**src/hdl/gpc_pkg.sv**
```systemverilog
// Shared types, codes and the axis permutation table of the point set checker.
// No dependencies; used by the controller, the datapath and the checker.
package gpc_pkg;

  typedef logic [3:0]       coord_t;
  typedef coord_t [2:0]     point_t;   // [0] x, [1] y, [2] z

  localparam logic [1:0] CMD_TEST  = 2'd0;
  localparam logic [1:0] CMD_PUSH  = 2'd1;
  localparam logic [1:0] CMD_POP   = 2'd2;
  localparam logic [1:0] CMD_QUERY = 2'd3;

  localparam logic [1:0] VERD_FITS      = 2'd0;
  localparam logic [1:0] VERD_LAYER     = 2'd1;
  localparam logic [1:0] VERD_COLLINEAR = 2'd2;
  localparam logic [1:0] VERD_COPLANAR  = 2'd3;

  localparam logic [1:0] STAT_OK      = 2'd0;
  localparam logic [1:0] STAT_FULL    = 2'd1;
  localparam logic [1:0] STAT_EMPTY   = 2'd2;
  localparam logic [1:0] STAT_OUTSIDE = 2'd3;

  localparam logic [1:0] LAYER_LIMIT = 2'd3;
  localparam logic [4:0] SIDE_RESET  = 5'd4;
  localparam logic [4:0] SIDE_MIN    = 5'd2;
  localparam logic [2:0] DRAIN_CYC   = 3'd5;
  localparam logic [2:0] LAST_PERM   = 3'd5;
  localparam logic [2:0] LAST_REFL   = 3'd7;

  // source axis for each destination axis, two bits per axis
  localparam logic [5:0] PERM_TAB [6] = '{
    6'b10_01_00, 6'b01_10_00, 6'b10_00_01,
    6'b00_10_01, 6'b01_00_10, 6'b00_01_10
  };

  typedef enum logic [2:0] {
    OP_NONE, OP_LD_A, OP_LD_B, OP_DUP, OP_LINE, OP_PLANE, OP_SYM
  } dp_op_e;

  typedef struct packed {
    logic       capture;
    logic       rd_en;
    dp_op_e     op;
    logic       push;
    logic       pop;
    logic       clr_sticky;
    logic [2:0] perm;
    logic [2:0] refl;
  } dp_cmd_t;

  typedef struct packed {
    logic oob;
    logic lfull;
    logic full;
    logic empty;
    logic sticky;
  } dp_stat_t;

  function automatic logic [1:0] perm_axis(input logic [2:0] p, input logic [1:0] a);
    logic [5:0] row;
    row = (p > LAST_PERM) ? PERM_TAB[0] : PERM_TAB[p];
    return row[2*a +: 2];
  endfunction

endpackage

```
**src/hdl/gpc_in_if.sv**
```systemverilog
// Input channel of the point set checker: command and candidate point.
// Depends on nothing.
interface gpc_in_if;
  logic       valid;
  logic       ready;
  logic [1:0] command;
  logic [3:0] px;
  logic [3:0] py;
  logic [3:0] pz;
  modport source (output valid, command, px, py, pz, input ready);
  modport sink   (input valid, command, px, py, pz, output ready);
endinterface

```
**src/hdl/gpc_out_if.sv**
```systemverilog
// Output channel of the point set checker: one result word per command.
// Depends on nothing.
interface gpc_out_if;
  logic       valid;
  logic       ready;
  logic       fits_flag;
  logic [1:0] verdict;
  logic       symmetric;
  logic [5:0] point_total;
  logic [1:0] status;
  modport source (output valid, fits_flag, verdict, symmetric, point_total, status,
                  input ready);
  modport sink   (input valid, fits_flag, verdict, symmetric, point_total, status,
                  output ready);
endinterface

```
**src/hdl/gpc_datapath.sv**
```systemverilog
// Datapath: point memory, layer counts, grid side and the 3-stage
// collinear/coplanar/match pipeline. Depends on gpc_pkg.
module gpc_datapath #(
  parameter int MAX_POINTS = 40,
  parameter int MAX_SIDE   = 16
) (
  input  logic                            clk_i,
  input  logic                            rst_ni,
  input  logic                            cfg_we_i,
  input  logic [4:0]                      cfg_wdata_i,
  input  logic [3:0]                      px_i,
  input  logic [3:0]                      py_i,
  input  logic [3:0]                      pz_i,
  input  gpc_pkg::dp_cmd_t                cmd_i,
  input  logic [$clog2(MAX_POINTS)-1:0]   addr_i,
  output gpc_pkg::dp_stat_t               stat_o,
  output logic [$clog2(MAX_POINTS+1)-1:0] count_o
);

  localparam int AW = $clog2(MAX_POINTS);
  localparam int CW = $clog2(MAX_POINTS + 1);
  localparam int LW = (MAX_SIDE > 1) ? $clog2(MAX_SIDE) : 1;
  localparam logic [3:0] LMASK = 4'(MAX_SIDE - 1);

  logic [4:0]        side_q;
  logic [4:0]        side_n;
  logic [3:0]        m;
  gpc_pkg::point_t   q_q, rdat_q, a_q, b_q;
  gpc_pkg::point_t   mem_q [MAX_POINTS];
  logic [CW-1:0]     count_q;
  logic [1:0]        lay_q [3][MAX_SIDE];
  logic [LW-1:0]     qi [3];
  logic [LW-1:0]     ri [3];
  gpc_pkg::dp_op_e   op0_q, op1_q;
  logic signed [4:0] cv [3];
  logic signed [4:0] sv [3];
  logic signed [4:0] uv [3];
  logic [4:0]        tv [3];
  logic signed [10:0] cr [3];
  logic signed [10:0] cr_q [3];
  logic signed [4:0] u_q [3];
  logic              eq1, eq_q;
  logic signed [17:0] dot, dot_q;
  logic              hit2_q, pl2_q, sticky_q;
  logic              oob, lfull, dup_m, sym_m;
  logic [1:0]        ax;

  always_comb begin
    if (side_q < gpc_pkg::SIDE_MIN) side_n = gpc_pkg::SIDE_MIN;
    else if (side_q > 5'(MAX_SIDE)) side_n = 5'(MAX_SIDE);
    else side_n = side_q;
    m = 4'(side_n - 5'd1);
  end

  always_comb begin
    oob   = 1'b0;
    lfull = 1'b0;
    dup_m = 1'b1;
    sym_m = 1'b1;
    ax    = 2'd0;
    for (int a = 0; a < 3; a++) begin
      qi[a] = LW'(q_q[a] & LMASK);
      ri[a] = LW'(rdat_q[a] & LMASK);
      if ({1'b0, q_q[a]} >= side_n) oob = 1'b1;
      if (lay_q[a][qi[a]] == gpc_pkg::LAYER_LIMIT) lfull = 1'b1;
      cv[a] = $signed({1'b0, rdat_q[a]}) - $signed({1'b0, q_q[a]});
      uv[a] = $signed({1'b0, a_q[a]}) - $signed({1'b0, q_q[a]});
      sv[a] = (op0_q == gpc_pkg::OP_LINE) ? uv[a]
            : $signed({1'b0, b_q[a]}) - $signed({1'b0, q_q[a]});
      ax    = gpc_pkg::perm_axis(cmd_i.perm, 2'(a));
      tv[a] = cmd_i.refl[a] ? {1'b0, m} - {1'b0, a_q[ax]} : {1'b0, a_q[ax]};
      if (rdat_q[a] != q_q[a]) dup_m = 1'b0;
      if ({1'b0, rdat_q[a]} != tv[a]) sym_m = 1'b0;
    end
    cr[0] = 11'(sv[1]) * 11'(cv[2]) - 11'(sv[2]) * 11'(cv[1]);
    cr[1] = 11'(sv[2]) * 11'(cv[0]) - 11'(sv[0]) * 11'(cv[2]);
    cr[2] = 11'(sv[0]) * 11'(cv[1]) - 11'(sv[1]) * 11'(cv[0]);
    eq1   = (op0_q == gpc_pkg::OP_DUP && dup_m) || (op0_q == gpc_pkg::OP_SYM && sym_m);
    dot   = 18'(u_q[0]) * 18'(cr_q[0]) + 18'(u_q[1]) * 18'(cr_q[1])
          + 18'(u_q[2]) * 18'(cr_q[2]);
  end

  // memory and payload
  always_ff @(posedge clk_i) begin
    if (cmd_i.capture) begin
      q_q[0] <= px_i;
      q_q[1] <= py_i;
      q_q[2] <= pz_i;
    end
    if (cmd_i.push) mem_q[count_q[AW-1:0]] <= q_q;
    if (cmd_i.rd_en) rdat_q <= mem_q[addr_i];
    if (op0_q == gpc_pkg::OP_LD_A) a_q <= rdat_q;
    if (op0_q == gpc_pkg::OP_LD_B) b_q <= rdat_q;
    for (int a = 0; a < 3; a++) begin
      cr_q[a] <= cr[a];
      u_q[a]  <= uv[a];
    end
    eq_q  <= eq1;
    dot_q <= dot;
  end

  always_ff @(posedge clk_i or negedge rst_ni) begin
    if (!rst_ni) begin
      side_q   <= gpc_pkg::SIDE_RESET;
      count_q  <= '0;
      op0_q    <= gpc_pkg::OP_NONE;
      op1_q    <= gpc_pkg::OP_NONE;
      hit2_q   <= 1'b0;
      pl2_q    <= 1'b0;
      sticky_q <= 1'b0;
      for (int a = 0; a < 3; a++)
        for (int s = 0; s < MAX_SIDE; s++) lay_q[a][s] <= 2'd0;
    end else begin
      if (cfg_we_i) side_q <= cfg_wdata_i;
      op0_q  <= cmd_i.rd_en ? cmd_i.op : gpc_pkg::OP_NONE;
      op1_q  <= op0_q;
      hit2_q <= eq_q || (op1_q == gpc_pkg::OP_LINE &&
                cr_q[0] == '0 && cr_q[1] == '0 && cr_q[2] == '0);
      pl2_q  <= (op1_q == gpc_pkg::OP_PLANE);
      if (cmd_i.capture || cmd_i.clr_sticky) sticky_q <= 1'b0;
      else if (hit2_q || (pl2_q && dot_q == '0)) sticky_q <= 1'b1;
      if (cmd_i.push) begin
        count_q <= count_q + 1'b1;
        for (int a = 0; a < 3; a++) lay_q[a][qi[a]] <= lay_q[a][qi[a]] + 2'd1;
      end else if (cmd_i.pop) begin
        count_q <= count_q - 1'b1;
        for (int a = 0; a < 3; a++)
          if (lay_q[a][ri[a]] != 2'd0) lay_q[a][ri[a]] <= lay_q[a][ri[a]] - 2'd1;
      end
    end
  end

  assign stat_o.oob    = oob;
  assign stat_o.lfull  = lfull;
  assign stat_o.full   = (count_q >= CW'(MAX_POINTS));
  assign stat_o.empty  = (count_q == '0);
  assign stat_o.sticky = sticky_q;
  assign count_o       = count_q;

endmodule

```
**src/hdl/gpc_ctrl.sv**
```systemverilog
// Controller: command sequencer walking stored points, pairs, triples and
// cube motions, plus the registered result word. Depends on gpc_pkg.
module gpc_ctrl #(
  parameter int MAX_POINTS = 40
) (
  input  logic                            clk_i,
  input  logic                            rst_ni,
  input  logic                            in_valid_i,
  output logic                            in_ready_o,
  input  logic [1:0]                      command_i,
  input  logic                            out_ready_i,
  output logic                            out_valid_o,
  output logic                            fits_o,
  output logic [1:0]                      verdict_o,
  output logic                            sym_o,
  output logic [5:0]                      total_o,
  output logic [1:0]                      status_o,
  output gpc_pkg::dp_cmd_t                cmd_o,
  output logic [$clog2(MAX_POINTS)-1:0]   addr_o,
  input  gpc_pkg::dp_stat_t               stat_i,
  input  logic [$clog2(MAX_POINTS+1)-1:0] count_i
);

  localparam int AW = $clog2(MAX_POINTS);
  localparam int CW = $clog2(MAX_POINTS + 1);

  typedef enum logic [3:0] {
    S_IDLE, S_CHECK, S_DUP, S_LN_A, S_LN_C, S_PL_A, S_PL_B, S_PL_C,
    S_DRAIN, S_SY_A, S_SY_C, S_POP_W, S_POP_UPD, S_FIN, S_SETTLE, S_RESULT
  } state_e;

  typedef enum logic [1:0] {PH_LINE, PH_PLANE, PH_SYM} phase_e;

  state_e           state_q;
  phase_e           ph_q;
  logic [1:0]       cmdc_q;
  logic [CW-1:0]    ia_q, ib_q, ic_q;
  logic [2:0]       cnt_q, mp_q, ms_q;
  logic             fit_q, sym_q;
  logic [1:0]       verd_q, stat_q;
  gpc_pkg::dp_cmd_t cmd_q;
  logic [AW-1:0]    addr_q;
  logic             acc;
  logic             ia_last, ia_pl_end, ib_last, ic_last;

  assign in_ready_o = (state_q == S_IDLE);
  assign acc        = in_valid_i && in_ready_o;
  assign addr_o     = addr_q;

  always_comb begin
    cmd_o         = cmd_q;
    cmd_o.capture = acc;
    cmd_o.perm    = mp_q;
    cmd_o.refl    = ms_q;
    ia_last   = ((CW+1)'(ia_q) + 1'b1) >= (CW+1)'(count_i);
    ia_pl_end = ((CW+1)'(ia_q) + 2'd2) >= (CW+1)'(count_i);
    ib_last   = ((CW+1)'(ib_q) + 1'b1) >= (CW+1)'(count_i);
    ic_last   = ((CW+1)'(ic_q) + 1'b1) >= (CW+1)'(count_i);
  end

  always_ff @(posedge clk_i or negedge rst_ni) begin
    if (!rst_ni) begin
      state_q     <= S_IDLE;
      ph_q        <= PH_LINE;
      cmdc_q      <= gpc_pkg::CMD_TEST;
      ia_q        <= '0;
      ib_q        <= '0;
      ic_q        <= '0;
      cnt_q       <= '0;
      mp_q        <= '0;
      ms_q        <= '0;
      fit_q       <= 1'b0;
      sym_q       <= 1'b0;
      verd_q      <= gpc_pkg::VERD_FITS;
      stat_q      <= gpc_pkg::STAT_OK;
      cmd_q       <= '0;
      addr_q      <= '0;
      out_valid_o <= 1'b0;
      fits_o      <= 1'b0;
      verdict_o   <= gpc_pkg::VERD_FITS;
      sym_o       <= 1'b0;
      total_o     <= '0;
      status_o    <= gpc_pkg::STAT_OK;
    end else begin
      cmd_q.rd_en      <= 1'b0;
      cmd_q.op         <= gpc_pkg::OP_NONE;
      cmd_q.push       <= 1'b0;
      cmd_q.pop        <= 1'b0;
      cmd_q.clr_sticky <= 1'b0;
      if (out_valid_o && out_ready_i) out_valid_o <= 1'b0;

      case (state_q)
        S_IDLE: begin
          if (acc) begin
            cmdc_q  <= command_i;
            state_q <= S_CHECK;
          end
        end
        S_CHECK: begin
          fit_q  <= 1'b0;
          sym_q  <= 1'b0;
          verd_q <= gpc_pkg::VERD_FITS;
          stat_q <= gpc_pkg::STAT_OK;
          ia_q   <= '0;
          case (cmdc_q)
            gpc_pkg::CMD_TEST, gpc_pkg::CMD_PUSH: begin
              if (stat_i.oob) begin
                stat_q  <= gpc_pkg::STAT_OUTSIDE;
                state_q <= S_RESULT;
              end else if (stat_i.lfull) begin
                verd_q  <= gpc_pkg::VERD_LAYER;
                state_q <= S_FIN;
              end else if (stat_i.empty) begin
                state_q <= S_FIN;
              end else begin
                state_q <= S_DUP;
              end
            end
            gpc_pkg::CMD_POP: begin
              if (stat_i.empty) begin
                stat_q  <= gpc_pkg::STAT_EMPTY;
                state_q <= S_RESULT;
              end else begin
                cmd_q.rd_en <= 1'b1;
                addr_q      <= AW'(count_i - 1'b1);
                state_q     <= S_POP_W;
              end
            end
            default: begin
              if (stat_i.empty) begin
                sym_q   <= 1'b1;
                state_q <= S_RESULT;
              end else begin
                mp_q    <= '0;
                ms_q    <= 3'd1;
                state_q <= S_SY_A;
              end
            end
          endcase
        end
        S_DUP: begin
          ph_q  <= PH_LINE;
          cnt_q <= '0;
          if (stat_i.sticky) begin
            state_q <= S_DRAIN;
          end else begin
            cmd_q.rd_en <= 1'b1;
            cmd_q.op    <= gpc_pkg::OP_DUP;
            addr_q      <= ia_q[AW-1:0];
            if (ia_last) begin
              ia_q    <= '0;
              state_q <= S_LN_A;
            end else begin
              ia_q <= ia_q + 1'b1;
            end
          end
        end
        S_LN_A: begin
          cnt_q <= '0;
          if (stat_i.sticky || ia_last) begin
            state_q <= S_DRAIN;
          end else begin
            cmd_q.rd_en <= 1'b1;
            cmd_q.op    <= gpc_pkg::OP_LD_A;
            addr_q      <= ia_q[AW-1:0];
            ib_q        <= ia_q + 1'b1;
            state_q     <= S_LN_C;
          end
        end
        S_LN_C: begin
          cnt_q <= '0;
          if (stat_i.sticky) begin
            state_q <= S_DRAIN;
          end else begin
            cmd_q.rd_en <= 1'b1;
            cmd_q.op    <= gpc_pkg::OP_LINE;
            addr_q      <= ib_q[AW-1:0];
            if (ib_last) begin
              ia_q    <= ia_q + 1'b1;
              state_q <= S_LN_A;
            end else begin
              ib_q <= ib_q + 1'b1;
            end
          end
        end
        S_PL_A: begin
          cnt_q <= '0;
          if (stat_i.sticky || ia_pl_end) begin
            state_q <= S_DRAIN;
          end else begin
            cmd_q.rd_en <= 1'b1;
            cmd_q.op    <= gpc_pkg::OP_LD_A;
            addr_q      <= ia_q[AW-1:0];
            ib_q        <= ia_q + 1'b1;
            state_q     <= S_PL_B;
          end
        end
        S_PL_B: begin
          cnt_q <= '0;
          if (stat_i.sticky) begin
            state_q <= S_DRAIN;
          end else if (ib_last) begin
            ia_q    <= ia_q + 1'b1;
            state_q <= S_PL_A;
          end else begin
            cmd_q.rd_en <= 1'b1;
            cmd_q.op    <= gpc_pkg::OP_LD_B;
            addr_q      <= ib_q[AW-1:0];
            ic_q        <= ib_q + 1'b1;
            state_q     <= S_PL_C;
          end
        end
        S_PL_C: begin
          cnt_q <= '0;
          if (stat_i.sticky) begin
            state_q <= S_DRAIN;
          end else begin
            cmd_q.rd_en <= 1'b1;
            cmd_q.op    <= gpc_pkg::OP_PLANE;
            addr_q      <= ic_q[AW-1:0];
            if (ic_last) begin
              ib_q    <= ib_q + 1'b1;
              state_q <= S_PL_B;
            end else begin
              ic_q <= ic_q + 1'b1;
            end
          end
        end
        S_DRAIN: begin
          cnt_q <= cnt_q + 1'b1;
          if (cnt_q == gpc_pkg::DRAIN_CYC - 1'b1) begin
            cnt_q <= '0;
            case (ph_q)
              PH_LINE: begin
                if (stat_i.sticky) begin
                  verd_q  <= gpc_pkg::VERD_COLLINEAR;
                  state_q <= S_FIN;
                end else begin
                  ia_q    <= '0;
                  ph_q    <= PH_PLANE;
                  state_q <= S_PL_A;
                end
              end
              PH_PLANE: begin
                verd_q  <= stat_i.sticky ? gpc_pkg::VERD_COPLANAR : gpc_pkg::VERD_FITS;
                state_q <= S_FIN;
              end
              default: begin
                if (stat_i.sticky) begin
                  cmd_q.clr_sticky <= 1'b1;
                  if (ia_last) begin
                    sym_q   <= 1'b1;
                    state_q <= S_RESULT;
                  end else begin
                    ia_q    <= ia_q + 1'b1;
                    state_q <= S_SY_A;
                  end
                end else if (mp_q == gpc_pkg::LAST_PERM && ms_q == gpc_pkg::LAST_REFL) begin
                  state_q <= S_RESULT;
                end else begin
                  ia_q    <= '0;
                  state_q <= S_SY_A;
                  if (ms_q == gpc_pkg::LAST_REFL) begin
                    ms_q <= '0;
                    mp_q <= mp_q + 1'b1;
                  end else begin
                    ms_q <= ms_q + 1'b1;
                  end
                end
              end
            endcase
          end
        end
        S_SY_A: begin
          ph_q        <= PH_SYM;
          cmd_q.rd_en <= 1'b1;
          cmd_q.op    <= gpc_pkg::OP_LD_A;
          addr_q      <= ia_q[AW-1:0];
          ib_q        <= '0;
          state_q     <= S_SY_C;
        end
        S_SY_C: begin
          cnt_q       <= '0;
          cmd_q.rd_en <= 1'b1;
          cmd_q.op    <= gpc_pkg::OP_SYM;
          addr_q      <= ib_q[AW-1:0];
          if (ib_last) state_q <= S_DRAIN;
          else ib_q <= ib_q + 1'b1;
        end
        S_POP_W: state_q <= S_POP_UPD;
        S_POP_UPD: begin
          cmd_q.pop <= 1'b1;
          state_q   <= S_SETTLE;
        end
        S_FIN: begin
          fit_q   <= (verd_q == gpc_pkg::VERD_FITS);
          state_q <= S_RESULT;
          if (cmdc_q == gpc_pkg::CMD_PUSH) begin
            if (stat_i.full) begin
              stat_q <= gpc_pkg::STAT_FULL;
            end else if (verd_q == gpc_pkg::VERD_FITS) begin
              cmd_q.push <= 1'b1;
              state_q    <= S_SETTLE;
            end
          end
        end
        S_SETTLE: state_q <= S_RESULT;
        S_RESULT: begin
          if (!out_valid_o || out_ready_i) begin
            out_valid_o <= 1'b1;
            fits_o      <= fit_q;
            verdict_o   <= verd_q;
            sym_o       <= sym_q;
            total_o     <= 6'(count_i);
            status_o    <= stat_q;
            state_q     <= S_IDLE;
          end
        end
        default: state_q <= S_IDLE;
      endcase
    end
  end

endmodule

```
**src/hdl/general_position_point_set_checker_top.sv**
```systemverilog
// Top level of the general position point set checker (no four coplanar, 3-D grid).
// Depends on gpc_pkg, gpc_in_if, gpc_out_if, gpc_ctrl and gpc_datapath.
//
// Usage: in_i carries one command word (test, test and push, pop, symmetry
// query) with a candidate point; out_o returns exactly one result word per
// command. grid_side is written through cfg_wdata_i/cfg_we_i, by the user
// only while idle; the block does not enforce this. One command is worked
// at a time; in_i.ready is high only when idle. Test and push walk the stored
// points, then pairs, then triples, and stop early on a reject; a query walks
// the stored points for each cube motion. The single read port of the point
// memory delivers one stored point a cycle, while the sequencer walks the
// set, into a 3-stage determinant pipeline.
// The result sits in an output register; a stalled receiver does not block
// acceptance of the next command, only the delivery of its result.
// Reset empties the stack, clears layer counts and sets grid_side to 4;
// the point memory itself is not cleared.
module general_position_point_set_checker_top #(
  parameter int MAX_POINTS = 40,
  parameter int MAX_SIDE   = 16
) (
  input  logic            clk_i,
  input  logic            rst_ni,
  input  logic            cfg_we_i,
  input  logic [4:0]      cfg_wdata_i,
  gpc_in_if.sink          in_i,
  gpc_out_if.source       out_o
);

  gpc_pkg::dp_cmd_t                cmd;
  gpc_pkg::dp_stat_t               stat;
  logic [$clog2(MAX_POINTS)-1:0]   addr;
  logic [$clog2(MAX_POINTS+1)-1:0] count;

  gpc_ctrl #(.MAX_POINTS(MAX_POINTS)) u_ctrl (
    .clk_i       (clk_i),
    .rst_ni      (rst_ni),
    .in_valid_i  (in_i.valid),
    .in_ready_o  (in_i.ready),
    .command_i   (in_i.command),
    .out_ready_i (out_o.ready),
    .out_valid_o (out_o.valid),
    .fits_o      (out_o.fits_flag),
    .verdict_o   (out_o.verdict),
    .sym_o       (out_o.symmetric),
    .total_o     (out_o.point_total),
    .status_o    (out_o.status),
    .cmd_o       (cmd),
    .addr_o      (addr),
    .stat_i      (stat),
    .count_i     (count)
  );

  gpc_datapath #(.MAX_POINTS(MAX_POINTS), .MAX_SIDE(MAX_SIDE)) u_dp (
    .clk_i       (clk_i),
    .rst_ni      (rst_ni),
    .cfg_we_i    (cfg_we_i),
    .cfg_wdata_i (cfg_wdata_i),
    .px_i        (in_i.px),
    .py_i        (in_i.py),
    .pz_i        (in_i.pz),
    .cmd_i       (cmd),
    .addr_i      (addr),
    .stat_o      (stat),
    .count_o     (count)
  );

endmodule

```
**src/flat_wrapper.sv**
```systemverilog
// flat-port wrapper written by rule: the top's interface ports become plain ports
module general_position_point_set_checker_top_flat 
#(
  parameter int MAX_POINTS = 40,
  parameter int MAX_SIDE   = 16
)
  (clk_i, rst_ni, cfg_we_i, cfg_wdata_i, in_i_valid, in_i_command, in_i_px, in_i_py, in_i_pz, in_i_ready, out_o_valid, out_o_fits_flag, out_o_verdict, out_o_symmetric, out_o_point_total, out_o_status, out_o_ready);
  gpc_in_if in_i_i ();
  gpc_out_if out_o_i ();
  input  logic clk_i;
  input  logic rst_ni;
  input  logic cfg_we_i;
  input  logic [4:0] cfg_wdata_i;
  input wire logic [$bits(in_i_i.valid)-1:0] in_i_valid;
  input wire logic [$bits(in_i_i.command)-1:0] in_i_command;
  input wire logic [$bits(in_i_i.px)-1:0] in_i_px;
  input wire logic [$bits(in_i_i.py)-1:0] in_i_py;
  input wire logic [$bits(in_i_i.pz)-1:0] in_i_pz;
  output wire logic [$bits(in_i_i.ready)-1:0] in_i_ready;
  output wire logic [$bits(out_o_i.valid)-1:0] out_o_valid;
  output wire logic [$bits(out_o_i.fits_flag)-1:0] out_o_fits_flag;
  output wire logic [$bits(out_o_i.verdict)-1:0] out_o_verdict;
  output wire logic [$bits(out_o_i.symmetric)-1:0] out_o_symmetric;
  output wire logic [$bits(out_o_i.point_total)-1:0] out_o_point_total;
  output wire logic [$bits(out_o_i.status)-1:0] out_o_status;
  input wire logic [$bits(out_o_i.ready)-1:0] out_o_ready;
  assign in_i_i.valid = in_i_valid;
  assign in_i_i.command = in_i_command;
  assign in_i_i.px = in_i_px;
  assign in_i_i.py = in_i_py;
  assign in_i_i.pz = in_i_pz;
  assign in_i_ready = in_i_i.ready;
  assign out_o_valid = out_o_i.valid;
  assign out_o_fits_flag = out_o_i.fits_flag;
  assign out_o_verdict = out_o_i.verdict;
  assign out_o_symmetric = out_o_i.symmetric;
  assign out_o_point_total = out_o_i.point_total;
  assign out_o_status = out_o_i.status;
  assign out_o_i.ready = out_o_ready;
  general_position_point_set_checker_top #(.MAX_POINTS(MAX_POINTS), .MAX_SIDE(MAX_SIDE)) u_core (.clk_i(clk_i), .rst_ni(rst_ni), .cfg_we_i(cfg_we_i), .cfg_wdata_i(cfg_wdata_i), .in_i(in_i_i), .out_o(out_o_i));
endmodule
```
**config.mk**
```make
export PLATFORM = sky130hd
export DESIGN_NAME = general_position_point_set_checker_top_flat
export DESIGN_NICKNAME = d
export VERILOG_FILES = /design/src/hdl/gpc_pkg.sv /design/src/hdl/gpc_in_if.sv /design/src/hdl/gpc_out_if.sv /design/src/hdl/gpc_datapath.sv /design/src/hdl/gpc_ctrl.sv /design/src/hdl/general_position_point_set_checker_top.sv /design/src/flat_wrapper.sv
export SDC_FILE = /design/constraint.sdc
export NUM_CORES = 2
export LEC_CHECK = 0
export BUFFER_PORTS_ARGS = -buffer_cell sky130_fd_sc_hd__buf_2
export CAP_MARGIN = 20
export CORE_UTILIZATION = 50
export DETAILED_ROUTE_END_ITERATION = 16
export HOLD_SLACK_MARGIN = 0.08
export PLACE_DENSITY = 0.68
export SLEW_MARGIN = 20
export SYNTH_ARGS = -nofsm -noshare
export SYNTH_HDL_FRONTEND = slang
export SYNTH_SLANG_ARGS = --single-unit
```
**constraint.sdc**
```tcl
create_clock -name clk_i -period 6.47 [get_ports clk_i]
set_input_delay 0.3235 -clock clk_i [delete_from_list [all_inputs] [get_ports clk_i]]
set_output_delay 0.3235 -clock clk_i [all_outputs]
set_load 0.05 [all_outputs]
```
Word-level counts from Yosys, hierarchy flattened:

Memory sizes are Yosys's and may differ from the RTL's. A register that Yosys moved wholly into a read port is not among the register bits.
Index checks and enable logic that the tools add are counted.

* flip-flop bits (word level): 238
* bits in writable memories: 528
* memory bits (read-only): 48
* input bits: 24
* output and inout port bits: 14
* logic and storage cells: 523
* memories kept: 4

* add/subtract/negate cells: 36
* $mul: 9
* order comparisons: 27
* equal/unequal tests: 73
* mux-type cells: 206
* bitwise logic cells: 7
* reductions and logical operators: 70

Memory list
* u_core.u_dp.mem_q: words 40, bits a word 12, rd ports 1, clocked after Yosys merged registers in 1, wr ports 1, line gpc_datapath.sv:29 `gpc_pkg::point_t mem_q [MAX_POINTS];`
* (name not given): words 8, bits a word 6, rd ports 1, clocked after Yosys merged registers in 0, wr ports 0, line gpc_pkg.sv:61 `row = (p > LAST_PERM) ? PERM_TAB[0] : PERM_TAB[p];`
* u_core.u_dp.cr_q: words 3, bits a word 11, rd ports 3, clocked after Yosys merged registers in 0, wr ports 3, line gpc_datapath.sv:40 `logic signed [10:0] cr_q [3];`
* u_core.u_dp.u_q: words 3, bits a word 5, rd ports 3, clocked after Yosys merged registers in 0, wr ports 3, line gpc_datapath.sv:41 `logic signed [4:0] u_q [3];`

Operators by type and width (number)
* $mux 6: 33
* $bwmux 32: 6
* $mux 96: 2
* $mux 4: 28
* $mux 32: 3
* $pmux 4 s16: 1
* $mul 5x5->10: 6
* $mux 3: 20
* $sub 4x4->5: 12
* $mux 2: 29
* $pmux 6 s9: 1
* $bmux 2 s4: 6
* $demux 2 s4: 6
* $mul 5x11->16: 3
* $ne 2x2->1 const B: 23
* $mux 1: 42
* $mux 5: 8
* $pmux 6 s6: 1
* $logic_not 11->1: 3
* $sub 10x10->11: 3
* $eq 4x4->1 const B: 8
* $ge 5x5->1 const B: 6
* $lt 5x1->1 const B: 6
* $not 4->5: 6
* other kinds (67): 166

Longest topological paths before layout:

* depth after elaboration: 15
* gate-level depth with buffers: 28
* depth with buffers taken out: 26

By module:

From an unflattened synthesis, not the netlist that was laid out.

* cells, all modules: 4034
* area, all modules: 49656.4 µm²

By module, submodules not included
* gpc_datapath: times used 1, cells each 3492, area an instance 44838.0 µm², seq. area each 20100.5 µm²
* gpc_ctrl: times used 1, cells each 542, area an instance 4818.4 µm², seq. area each 1676.6 µm²

Least setup slack after synthesis:

Ideal clock, no wire load.

* kind: register -> register
* start point: reg u_core.u_dp.q_q[9] in the netlist's numbering
* end point: mem u_core.u_dp.cr_q[0][10]
* setup time: 0.122 ns
* arrival: 6.613 ns
* required time: 6.348 ns
* slack: -0.265 ns
* stages on the path, launching flop included: 24
* path buffers: 2
* clock period less this slack: 6.735 ns
* path through: edfxtp_1 -> clkbuf_1 -> inv_1 -> fa_1 -> a21o_1 -> a211oi_1 -> a21oi_1 -> clkbuf_1 -> or2_2 -> fa_1 -> fa_1 -> fa_1 -> fa_1 -> inv_1 -> fa_1 -> inv_1 -> ha_1 -> inv_1 -> nor2_1 -> nor2_1 -> o21bai_1 -> a21oi_1 -> o21ai_0 -> xnor2_1

RTL lines
* start: declaration: line gpc_datapath.sv:28 `gpc_pkg::point_t q_q, rdat_q, a_q, b_q;`
* end: declaration: line gpc_datapath.sv:40

==> summary.md <==
| Metric | Value |
|---|---|
| Worst Path Required | `7.02 ns` |
| Simple-gate share of the synthesized area | `0.09431` |
| Fin. max-slew vios | `0` |
| H-Tree Depth | `3` |
| Final std cells w/o fill | `about 5.5k` |
| CTS clock-pin slew for the worst setup and hold paths | `0.06 ns` |
| Nets | `roughly 4.8k` |
| Remaining Overflow, GRT | `0` |
| RSZ-0062 raised after global routing | `no` |
| R2R Setup Slk | `around 0.26 ns` |
| Crit-path leading delay family | `adder cells` |
| Worst-path fanout max | `6` |
| CP max stage cell | `fa_1` |
| Most common cell after layout, fill and taps aside | `edfxtp_1` |
| Largest net degree at the start of global routing | `76` |
| Area Overhead vs Synth | `10.27%` |
| Most common cell on crit path | `fa_1` |
| Post-synthesis compound-gate area fraction | `0.08682` |
| GRT Util Overall | `0.2532` |
| WP data arrival | `roughly 6.8 ns` |
| Finished Core Util | `0.5571` |
| Yosys reg bits | `between 700 and 800` |
| Layout cells sized above 1 | `0.1386` |
| Row count | `115` |
| Starting DRT DRC Count | `between 2k and 3k` |
| Post-Synth XOR/XNOR Area | `0.02357` |
| DP Wirelength | `between 90 and 100 mm` |
| Routed Antenna Nets | `0` |
| First-pass GRT wire length | `196.0 mm` |
| Number of synthesized flops with an enable pin | `528` |
| Measured slew at the worst slew-check pin | `approximately 1.1 ns` |
| Die Y | `317.6 µm` |
| Final routed DRC violation total | `0` |
| Status | `complete, no violations` |
| Vias in the first global route | `~34k` |
| Largest family of logic cells by synthesized area | `adder cells` |
| FMAX | `between 150 and 200 MHz` |
| Final WL | `126.8 mm` |
| IO buf count | `37` |
| Multiplexer share of the synthesized area | `0.1065` |
| Synth async-reset ratio | `0.2352` |
| Clk buf depth | `3` |
| Rel. slew slack | `0.2753` |
| Synth warnings | `0` |
| Final Cycle Share | `0.9600` |
| Prevailing post-synth register cell | `edfxtp_1` |
| Startpoint Class | `flop` |
| Commonest cells after routing, fill and taps aside | `528 x edfxtp_1, 510 x inv_1, 347 x nand2_1` |
| Clock tree sinks | `approximately 780` |
| Fillers | `approximately 8.1k` |
| I/O pin cnt | `38` |
| Vias post-DR | `~33k` |
| Synth Net Count | `approximately 4.7k` |
| Hold Path Class | `primary input to asynchronous set/reset pin` |
| Largest stage delay, worst path | `around 0.65 ns` |
| Fin crit period | `~6.2 ns` |
| Initial DRT Pass Iterations | `5` |
| Clock root cell | `clkbuf_16` |
| Synthesized-area fraction occupied by adder cells | `0.1955` |
| Vias per Instance | `approximately 6` |
| Die width | `approximately 320 µm` |
| Initial antenna violation count | `4` |
| Max cap viols | `0` |
| CTS tree | `built` |
| Worst-path cell chain | `ha_1 -> fa_1 -> nor2b_1 -> o21ai_0 -> a22oi_1 -> buf_4 -> nor2_1 -> fa_1 -> inv_1 -> fa_1 -> inv_1 -> fa_1 -> fa_1 -> fa_1 -> inv_1 -> ha_1 -> a21oi_1 -> o21ai_0 -> xor2_1` |
| Critical path endpoint category | `flop` |
| GP Congestion | `0.9630` |
| Syn Area/Cell | `about 12 µm²` |
| Final-report setup violation count | `0` |
| Distinct cells, synth | `90` |
| Syn Std Cell Area | `between 0.04 and 0.05 mm²` |
| WP buf/inv | `4` |
| Sequential fraction of the synthesis area | `0.4374` |
| Skew final | `around 0.046 ns` |
| DIE AREA | `between 0.1 and 0.15 mm²` |
| WL/cell | `approximately 23 µm` |
| Dpl cells | `around 5.4k` |
| Hold Vio Cnt, Final | `0` |
| Cells after Synth | `4097` |
| Crit Path Category | `flop to flop` |
| Clock Latency Late Sink | `between 0.6 and 0.7 ns` |
| CTS Buf Count | `between 80 and 90` |
| Core area | `about 0.099 mm²` |
| Starting Density | `0.5052` |
flip-flops by register name, summed over array words and instances (netlist names), 4 cells and up:
signal	cells
u_core.u_dp.count_o	6
u_core.u_dp.mem_q	480
u_core.u_ctrl.cmd_o	7
u_core.u_ctrl.total_o	6
u_core.u_dp.dot_q	18
u_core.u_dp.lay_q	96
u_core.u_dp.b_q	12
u_core.u_ctrl.ia_q	6
u_core.u_ctrl.addr_o	6
u_core.u_ctrl.state_q	4
u_core.u_dp.q_q	12
u_core.u_dp.u_q	15
u_core.u_dp.rdat_q	12
u_core.u_ctrl.ic_q	6
u_core.u_dp.a_q	12
u_core.u_dp.side_q	5
u_core.u_dp.cr_q	33
u_core.u_ctrl.ib_q	6
repair_timing:
action | in CTS | in global routing
endpoints found under the setup margin | 0 | 3
endpoints found under the hold margin | 88 | 0
gates resized for setup | 0 | 4
setup buffers | 0 | 4
hold buffers | 27 | 0
cells in the mapped netlist (28+ instances only):
| cell type | count | area [µm²] |
|---|---|---|
| nor2_1 | 239 | 897.1 |
| o21ai_0 | 183 | 915.9 |
| mux4_2 | 199 | 4482 |
| fa_1 | 335 | 6706 |
| dfxtp_1 | 67 | 1341 |
| mux2_2 | 29 | 326.6 |
| a21o_1 | 44 | 330.3 |
| nand3_1 | 61 | 305.3 |
| clkbuf_1 | 123 | 461.7 |
| buf_2 | 29 | 145.1 |
| nand4_1 | 28 | 175.2 |
| mux2i_1 | 35 | 350.3 |
| a21oi_1 | 112 | 560.5 |
| xnor2_1 | 94 | 823.3 |
| o32ai_1 | 37 | 324.1 |
| ha_1 | 242 | 3028 |
| inv_1 | 512 | 1922 |
| nand2b_1 | 63 | 394.1 |
| xor2_1 | 40 | 350.3 |
| edfxtp_1 | 528 | 15860 |
| dfrtp_1 | 182 | 4554 |
| and2_1 | 67 | 419.2 |
| nor2b_1 | 46 | 287.8 |
| nor3_1 | 54 | 270.3 |
| a22o_1 | 101 | 884.6 |
| nand2_1 | 347 | 1303 |
metal layers:
metal,global-route usage,vias to the layer above,share of wire
li1,-,14670,-
met1,0.3251,16700,0.40
met2,0.4279,1249,0.50
met3,0.03535,294,0.059
met4,0.1151,2,0.046
met5,0,-,0.00010
path summary, 6_finish.rpt:
kind | from | endpoint | cells after the start
max in group asynchronous | rst_ni | u_core.u_ctrl.cmd_o[8] | 3
min in group clk_i | in_i_valid | u_core.u_ctrl.state_q[1] | 4
min reg2reg | u_core.u_ctrl.cmd_o[6] | u_core.u_dp.sticky_q | 1
max reg2reg | u_core.u_dp.q_q[4] | u_core.u_dp.cr_q[0][31] | 19
min | rst_ni | u_core.u_dp.lay_q[12] | 2
max | u_core.u_dp.q_q[4] | u_core.u_dp.cr_q[0][31] | 19
layout make-up:
class	count	area [µm²]	share of cell area
Multi-Input combinational cell	2617	25330	0.4613
Timing Repair Buffer	193	1470	0.02678
Sequential cell	778	21790	0.3968
Tap cell	1287	1610	0.02933
Clock buffer	107	2228	0.04059
Antenna cell	3	7.507	0.0001367
Inverter	517	1946	0.03544
Clock inverter	45	526.8	0.009594
stage by stage:
step | hold slack, ns | setup TNS [ns] | setup WS (ns) | area (µm²)
after floorplan | 0.02791 | -0.006327 | -0.006327 | 49820
after global placement | 0.3878 | 0 | 0.3268 | 51810
after detailed placement | 0.3964 | 0 | 0.2437 | 51810
after CTS | 0.2456 | 0 | 0.2237 | 54840
after global routing | 0.2938 | 0 | 0.007210 | 54900
final | 0.2393 | 0 | 0.2591 | 54910
logic make-up (layout without fill, tap and decap cells):
family | count (synthesis) | after routing
other | 0 | 3
DFF | 778 | 778
xor gates and xnor gates | 134 | 134
AOI/OAI and AO/OA | 645 | 645
adders and majority gates | 577 | 577
and+or+nand+nor | 992 | 992
buffers and inverters | 702 | 862
muxes | 269 | 269
Power is left out: the tool's default activity adds up to more than one toggle a clock period on the data nets, which glitch-free logic cannot reach.
